$ cat src/design/hgpl_pkg.sv
// Types, widths and constants shared by the hex grid point locator.
package hgpl_pkg;

  localparam int ADDR_W = 5;
  localparam int DW     = 25;
  localparam int PW     = 50;
  localparam int EW     = 22;
  localparam int AW     = 47;
  localparam int UW     = 22;
  localparam int VW     = 21;
  localparam int HUW    = 42;
  localparam int RVW    = 41;
  localparam int SW     = 43;
  localparam int HRW    = 41;
  localparam int R3W    = 22;
  localparam int NCAND  = 7;

  localparam logic [2:0] REG_HEX_SIZE      = 3'd0;
  localparam logic [2:0] REG_HEX_HEIGHT    = 3'd1;
  localparam logic [2:0] REG_ORIGIN_X      = 3'd2;
  localparam logic [2:0] REG_ORIGIN_Y      = 3'd3;
  localparam logic [2:0] REG_INV_COL_PITCH = 3'd4;
  localparam logic [2:0] REG_INV_ROW_PITCH = 3'd5;
  localparam logic [2:0] REG_GRID_COLS     = 3'd6;
  localparam logic [2:0] REG_GRID_ROWS     = 3'd7;

  localparam logic signed [1:0] CAND_DC [0:NCAND-1] =
    '{2'sd0, -2'sd1, 2'sd0, 2'sd1, 2'sd1, 2'sd0, -2'sd1};
  localparam logic signed [1:0] CAND_DR [0:NCAND-1] =
    '{2'sd0, 2'sd0, -2'sd1, 2'sd0, 2'sd1, 2'sd1, 2'sd1};

  typedef struct packed {
    logic signed [23:0] point_x;
    logic signed [23:0] point_y;
  } point_t;

  typedef struct packed {
    logic       hit;
    logic [9:0] cell_col;
    logic [9:0] cell_row;
  } cell_t;

  typedef struct packed {
    logic [19:0]        hex_size;
    logic [19:0]        hex_height;
    logic signed [23:0] origin_x;
    logic signed [23:0] origin_y;
    logic [23:0]        inv_col_pitch;
    logic [23:0]        inv_row_pitch;
  } cfg_t;

  typedef struct packed {
    logic                 valid;
    logic signed [DW-1:0] dx;
    logic signed [DW-1:0] dy;
    logic signed [EW-1:0] ec;
    logic signed [EW-1:0] er;
  } est_t;

  typedef struct packed {
    logic                       valid;
    logic [NCAND-1:0]           ok;
    logic [NCAND-1:0][UW-1:0]   u;
    logic [NCAND-1:0][VW-1:0]   v;
    logic signed [EW-1:0]       ec;
    logic signed [EW-1:0]       er;
  } cand_t;

endpackage

$ cat src/design/hgpl_candidates.sv
// Hexagon-local coordinates and range flags for the seven candidate cells.
module hgpl_candidates #(
  parameter int CW = 11,
  parameter int RW = 11
) (
  input  logic              clk,
  input  logic              rst,
  input  logic              en,
  input  hgpl_pkg::est_t    est,
  input  logic [19:0]       hex_height,
  input  logic [21:0]       r3,
  input  logic [CW-1:0]     ncols,
  input  logic [RW-1:0]     nrows,
  output hgpl_pkg::cand_t   cand
);
  import hgpl_pkg::*;

  localparam int CAW = EW + 1;

  logic                 v4;
  logic signed [AW-1:0] a4, b4;
  logic signed [EW-1:0] ec4, er4;
  logic signed [AW-1:0] r3x;
  logic signed [44:0]   rc_n;
  logic signed [42:0]   hr_n;

  logic [NCAND-1:0]         ok_n;
  logic [NCAND-1:0][UW-1:0] u_n;
  logic [NCAND-1:0][VW-1:0] v_n;

  assign r3x  = AW'($signed({1'b0, r3}));
  assign rc_n = $signed({1'b0, r3}) * est.ec;
  assign hr_n = $signed({1'b0, hex_height}) * est.er;

  genvar j;
  for (j = 0; j < NCAND; j++) begin : g_cand
    logic signed [CAW-1:0] c, w;
    logic signed [3:0]     m;
    logic signed [24:0]    hm;
    logic signed [AW-1:0]  uf, vf, ua, va;

    assign c  = CAW'(ec4) + CAW'(CAND_DC[j]);
    assign w  = CAW'(er4) + CAW'(CAND_DR[j]);
    assign m  = 4'(CAND_DR[j]) * 4'sd2 + $signed({3'b000, c[0]});
    assign hm = m * $signed({1'b0, hex_height});
    assign uf = (CAND_DC[j] > 0) ? a4 - r3x : ((CAND_DC[j] < 0) ? a4 + r3x : a4);
    assign vf = b4 - AW'(hm);
    assign ua = uf[AW-1] ? -uf : uf;
    assign va = vf[AW-1] ? -vf : vf;

    assign ok_n[j] = !c[CAW-1] && (c[CAW-2:0] < EW'(ncols))
                  && !w[CAW-1] && (w[CAW-2:0] < EW'(nrows));
    assign u_n[j]  = (|ua[AW-1:UW-1]) ? UW'(1 << (UW - 1)) : ua[UW-1:0];
    assign v_n[j]  = (|va[AW-1:VW-1]) ? VW'(1 << (VW - 1)) : va[VW-1:0];
  end

  always_ff @(posedge clk) begin
    if (en) begin
      a4      <= (AW'(est.dx) <<< 1) - AW'(rc_n);
      b4      <= (AW'(est.dy) <<< 1) - (AW'(hr_n) <<< 1);
      ec4     <= est.ec;
      er4     <= est.er;
      cand.ok <= ok_n;
      cand.u  <= u_n;
      cand.v  <= v_n;
      cand.ec <= ec4;
      cand.er <= er4;
    end
    if (rst) begin
      v4         <= 1'b0;
      cand.valid <= 1'b0;
    end else if (en) begin
      v4         <= est.valid;
      cand.valid <= v4;
    end
  end

endmodule

$ cat config.mk
export PLATFORM = sky130hd
export DESIGN_NAME = hgpl_candidates
export DESIGN_NICKNAME = d
export VERILOG_FILES = /design/src/design/hgpl_pkg.sv /design/src/design/hgpl_candidates.sv
export SDC_FILE = /design/constraint.sdc
export NUM_CORES = 2
export LEC_CHECK = 0
export ABC_CLOCK_PERIOD_IN_PS = 9280
export BUFFER_PORTS_ARGS = -buffer_cell sky130_fd_sc_hd__buf_2
export CAP_MARGIN = 20
export CELL_PAD_IN_SITES_DETAIL_PLACEMENT = 0
export CELL_PAD_IN_SITES_GLOBAL_PLACEMENT = 1
export CORE_MARGIN = 2
export CORE_UTILIZATION = 44
export DETAILED_ROUTE_END_ITERATION = 7
export GPL_TIMING_DRIVEN = 1
export HOLD_SLACK_MARGIN = 0.05
export PLACE_DENSITY_LB_ADDON = 0.25
export SLEW_MARGIN = 5
export SYNTH_ARGS = -nofsm -noshare
export SYNTH_HDL_FRONTEND = slang
export SYNTH_SLANG_ARGS = --single-unit
export TNS_END_PERCENT = 10
$ cat constraint.sdc
create_clock -name clk -period 9.28 [get_ports clk]
set_clock_uncertainty 0.15 [all_clocks]
set_input_delay 1.392 -clock clk [delete_from_list [all_inputs] [get_ports clk]]
set_output_delay 1.392 -clock clk [all_outputs]
set_load 0.03 [all_outputs]
Word level (Yosys, flattened, before mapping)
Index checks and enable logic that the tools add are counted.
{"block": "op_classes", "addsub": 29, "n_mul": 9, "magnitude_cmp": 6, "muxes": 10, "n_reduce_logical": 33}
{"operator": "47-bit two-way mux", "n": 10}
{"operator": "47-bit negator", "n": 10}
{"operator": "27-bit OR reduction", "n": 7}
{"operator": "47-bit by 24-bit subtractor with 47-bit output", "n": 4}
{"operator": "47-bit by 22-bit subtractor with 47-bit output", "n": 3}
{"operator": "22-bit by 11-bit < comparator with 1-bit output", "n": 6}
{"operator": "26-bit OR reduction", "n": 3}
{"operator": "3-bit by 20-bit multiplier with 23-bit output", "n": 3}
{"operator": "1-bit by 20-bit multiplier with 21-bit output", "n": 3}
{"operator": "47-bit by 23-bit adder with 47-bit output", "n": 1}
{"operator": "47-bit by 23-bit subtractor with 47-bit output", "n": 1}
{"operator": "22-bit by 1-bit adder with 23-bit output (second input constant)", "n": 2}
{"operator": "22-bit by 2-bit adder with 23-bit output (second input constant)", "n": 2}
{"operator": "26-bit by 45-bit subtractor with 46-bit output", "n": 1}
{"operator": "23-bit by 22-bit multiplier with 45-bit output", "n": 1}
{"operator": "26-bit by 44-bit subtractor with 45-bit output", "n": 1}
{"operator": "21-bit by 22-bit multiplier with 43-bit output", "n": 1}
{"operator": "3-bit by 21-bit multiplier with 24-bit output", "n": 1}
{"operator": "1-bit logical AND", "n": 17}
{"operator": "2-bit by 1-bit adder with 3-bit output (first input constant)", "n": 3}
{"operator": "1-bit zero test", "n": 6}
{"operator": "2-bit by 2-bit adder with 3-bit output (first input constant)", "n": 1}
{"block": "word_totals", "register_bits": 404, "inputBits": 162, "out_inout_bits": 353, "wordCells": 106}

Logic depth before layout (Yosys ltp)
{"block": "logic_depth", "depth_word": 7, "ltp_mapped": 40, "depth_no_buf": 38}

Worst setup path after synthesis
OpenSTA, ideal clock, no wires.
{"block": "synth_timing", "path_type": "input-to-reg", "start": "input est[9] in the netlist's numbering", "end": "register b4[42] (data pin)", "setup_ns": 0.269, "t_arrival_ns": 9.491, "required_ns": 8.861, "slack_ns": -0.631, "cell_stages": 31, "n_path_buf": 1, "path_cell_list": "clkbuf_1 -> and2_1 -> fa_1 -> fa_1 -> inv_1 -> fa_1 -> inv_1 -> fa_1 -> fa_1 -> fa_1 -> inv_1 -> fa_1 -> inv_1 -> ha_1 -> a21o_1 -> a21oi_1 -> nor3b_1 -> nand3_1 -> a311oi_1 -> xor2_1 -> ha_1 -> and3_1 -> nand3_1 -> nor2_1 -> a2111oi_0 -> a21oi_1 -> o31ai_1 -> o2111ai_1 -> a41oi_1 -> o21ai_0 -> xor2_1"}
{"block": "synth_via", "elab_chain_cells": 2}
{"item": "from (decl)", "line_no": "hgpl_candidates.sv:9", "source": "input hgpl_pkg::est_t est,"}
{"item": "21-bit by 22-bit multiplier with 43-bit output", "line_no": "hgpl_candidates.sv:33", "source": "assign hr_n = $signed({1'b0, hex_height}) * est.er;"}
{"item": "26-bit by 44-bit subtractor with 45-bit output", "line_no": "hgpl_candidates.sv:60", "source": "b4 <= (AW'(est.dy) <<< 1) - (AW'(hr_n) <<< 1);"}
{"item": "to (signal assigned)", "line_no": "hgpl_candidates.sv:60"}
{"item": "to (decl)", "line_no": "hgpl_candidates.sv:21", "source": "logic signed [AW-1:0] a4, b4;"}
Every way passes these cells.
A chain may end at the register's enable or synchronous reset.

Worst setup path after layout
{"block": "layout_timing", "start": "input est[12] in the netlist's numbering", "end": "register b4[37] (data pin)"}
Same word-level chain as after synthesis.

==> impl_metrics.json <==
{
  "avgSynthCellArea_um2": 8.49,
  "cts_buffers": 48,
  "critPathSlowestCell": "fa_1",
  "synth-seq-area-share_pct": 13.3,
  "grt_pass1_vias": 74213,
  "grt_pass1_wl_mm": 449,
  "synth_most_common_cell": "inv_1",
  "cp_max_fo": 7,
  "clk_pin_slew_ns": 0.05,
  "place_ws_ns": -0.848,
  "first_pass_iters": 8,
  "max_stage_delay_ns": 0.55,
  "worstPathArrival_ns": 9.40,
  "ys_ff_latch": 358,
  "cts.sinks": 358,
  "fin_ws_ns": 0.135,
  "cap_violations": 0,
  "violations": "DRC",
  "syn_to_final_growth_pct": 14.4,
  "wl_per_cell_um": 23.0,
  "met3_length_mm": 17.7,
  "hold_end": "cand[41]$_DFFE_PP_",
  "vias": 72961,
  "placement.io_buffers": 514,
  "top_layer": "met5",
  "tightest_slew_ns": 1.14,
  "r2r.worst_path.cells": 39,
  "drt-met1-wl_mm": 120,
  "final_util_pct": 50.5,
  "fmax_mhz": 109,
  "layout-drive-gt1-share_pct": 16.7,
  "dp_hpwl_mm": 246,
  "r2r_slack_ns": 0.36,
  "drt_iter0_drc": 5200,
  "grt_setup_unrepaired": "yes",
  "hold_buffers": 0,
  "synth_area_leader_cell": "fa_1",
  "ys_top_cells_by_count": "inv_1, nand2_1, fa_1",
  "wl_met2_mm": 140,
  "grt-ovfl-total": 0,
  "routed_wl_mm": 294,
  "synthesis.instances": 9496,
  "die_w_um": 432,
  "synth_flop_cell": "edfxtp_1",
  "synth_edf_count": 356,
  "synth_fp_nets": 11312,
  "whs_path_depth": 0,
  "cts_tree": "built",
  "htree_levels": 2,
  "cts_buffer_depth": 3,
  "dieArea_um2": 187000,
  "hold_viol_final": 0,
  "slew_headroom_pct": 23.3,
  "finalCritPeriodShare_pct": 98.5,
  "setup-violations-final": 0,
  "start_util_pct": 44.2,
  "drtAntennaViolNets": 0,
  "timing.rr.end": "cand[129]$_SDFFCE_PP0P_",
  "insertion_delay_ns": 0.70,
  "io_pins": 515,
  "die_height_um": 432,
  "ys_warn_count": 0,
  "startpoint_type": "primary input",
  "vias_per_cell": 5.71,
  "finalWeightedCongestion": 0.989,
  "worstSetupEndpointType": "flip-flop",
  "grt_start_max_net_pins": 125,
  "hp-class": "reg2reg",
  "fin_area_um2": 92200,
  "cp_common_cell": "fa_1",
  "r2r-start": "ec4[0]$_DFFE_PP_",
  "status": "finished, violations left",
  "synth.distinct_cells": 138,
  "final.min_clock_period_ns": 9.15,
  "synth_top_area_share_pct": 23.6,
  "synth_area_um2": 80600,
  "grt_util_all_layers_pct": 31.4,
  "min-delay-start": "ec4[19]$_DFFE_PP_",
  "ff_latch_area_um2": 10700,
  "synth_area_leaders": "fa_1, edfxtp_1, ha_1, inv_1, nand2_1",
  "core_um2": 182000,
  "rows": 157,
  "finalNetCount": 12168,
  "ys_async_sr_fraction_pct": 0,
  "antenna_found_initial": 10,
  "cts_root_buf": "clkbuf_16",
  "drv_slew": 0,
  "multi_input_area_um2": 62900,
  "placed_area_um2": 90000,
  "fillers": 17463,
  "drc_errors": 12,
  "required_ns": 9.54,
  "path_class": "in2reg"
}
-- worst max-delay path by stage --
stage,to,depth (start not counted),from,slack [ns]
final,b4[37]$_DFFE_PP_,33,est[12],0.13
after global routing,b4[37]$_DFFE_PP_,36,est[12],-0.24
after CTS,b4[43]$_DFFE_PP_,38,hex_height[5],0.008
after detailed placement,b4[42]$_DFFE_PP_,33,hex_height[3],-0.85
after global placement,b4[42]$_DFFE_PP_,33,hex_height[3],-0.74
after floorplan,b4[37]$_DFFE_PP_,32,est[11],-0.04
-- critical path, delay by kind of cell --
kind / cells / cell delay (ns)
xor gates and xnor gates: 2 / 0.17
and+or+nand+nor: 4 / 0.77
adders and majority gates: 9 / 4.12
AOI/OAI and AO/OA: 9 / 1.97
buffers and inverters: 9 / 0.96
-- layout make-up --
| cell class | count | area share [%] |
|---|---|---|
| multi-input cells | 7308 | 68.2 |
| diodes | 3 | 0.00814 |
| clock buffers | 56 | 1.38 |
| repair buffers | 1352 | 9.79 |
| flip-flops and latches | 358 | 11.6 |
| clock inverters | 30 | 0.471 |
| well taps | 2385 | 3.24 |
| inverters | 1284 | 5.23 |
-- layer usage --
| metal | up-vias | global-route usage [%] |
|---|---|---|
| li1 | 33760 | - |
| met1 | 36161 | 39.2 |
| met2 | 2462 | 53.2 |
| met3 | 572 | 4.43 |
| met4 | 6 | 15.4 |
| met5 | - | 0 |
-- layout by cell type, fill, tap and decap left out, types with 49 or more instances in the layout --
cell type / count
nand2b_1: 57
nor4_1: 95
nand2_1: 976
ha_1: 691
and3_1: 89
nand3_1: 203
nor2_1: 552
or3_1: 82
nor3_2: 50
xor2_1: 222
nand4_1: 128
o211ai_1: 66
o21a_1: 69
buf_4: 829
buf_2: 505
clkbuf_16: 49
nor2b_1: 96
and2_1: 470
xnor2_1: 376
nor3_1: 224
fa_1: 944
o31ai_1: 66
a211oi_1: 63
a21o_1: 172
o21ai_0: 279
a21oi_1: 414
a31oi_1: 84
edfxtp_1: 356
inv_1: 1273
-- through the flow --
step / TNS (ns) / hold WS (ns) / cells
detailed placement: -32.41 / 0.329 / 12679
global route: -3.88 / 0.368 / 12774
CTS: 0 / 0.347 / 12766
finish: 0 / 0.350 / 12776
global placement: -30.63 / 0.322 / 12678
floorplan: -0.0701 / 0.274 / 9496
-- timing repair --
action	in CTS	in global routing
setup buffers	1	5
pin swaps	7	66
setup endpoints to repair	12	53
resized for setup	5	97
-- sequential cells by signal, summed over array words and instances, names as in the netlist --
signal	cells
a4	46
er4	22
v4	1
ec4	22
b4	44
cand	223
-- kinds of logic after synthesis --
family	after synthesis	share of synthesized area, %
buffers and inverters	1830	9.37
multiplexers	49	0.630
flip-flops	358	13.3
XOR/XNOR	600	6.54
AND/OR/NAND/NOR	3276	20.9
adder cells (fa/ha/maj)	1654	34.5
AO/OA/AOI/OAI	1729	14.7
Power is left out: the tool's default activity adds up to more than one toggle a clock period on the data nets, which glitch-free logic cannot reach.
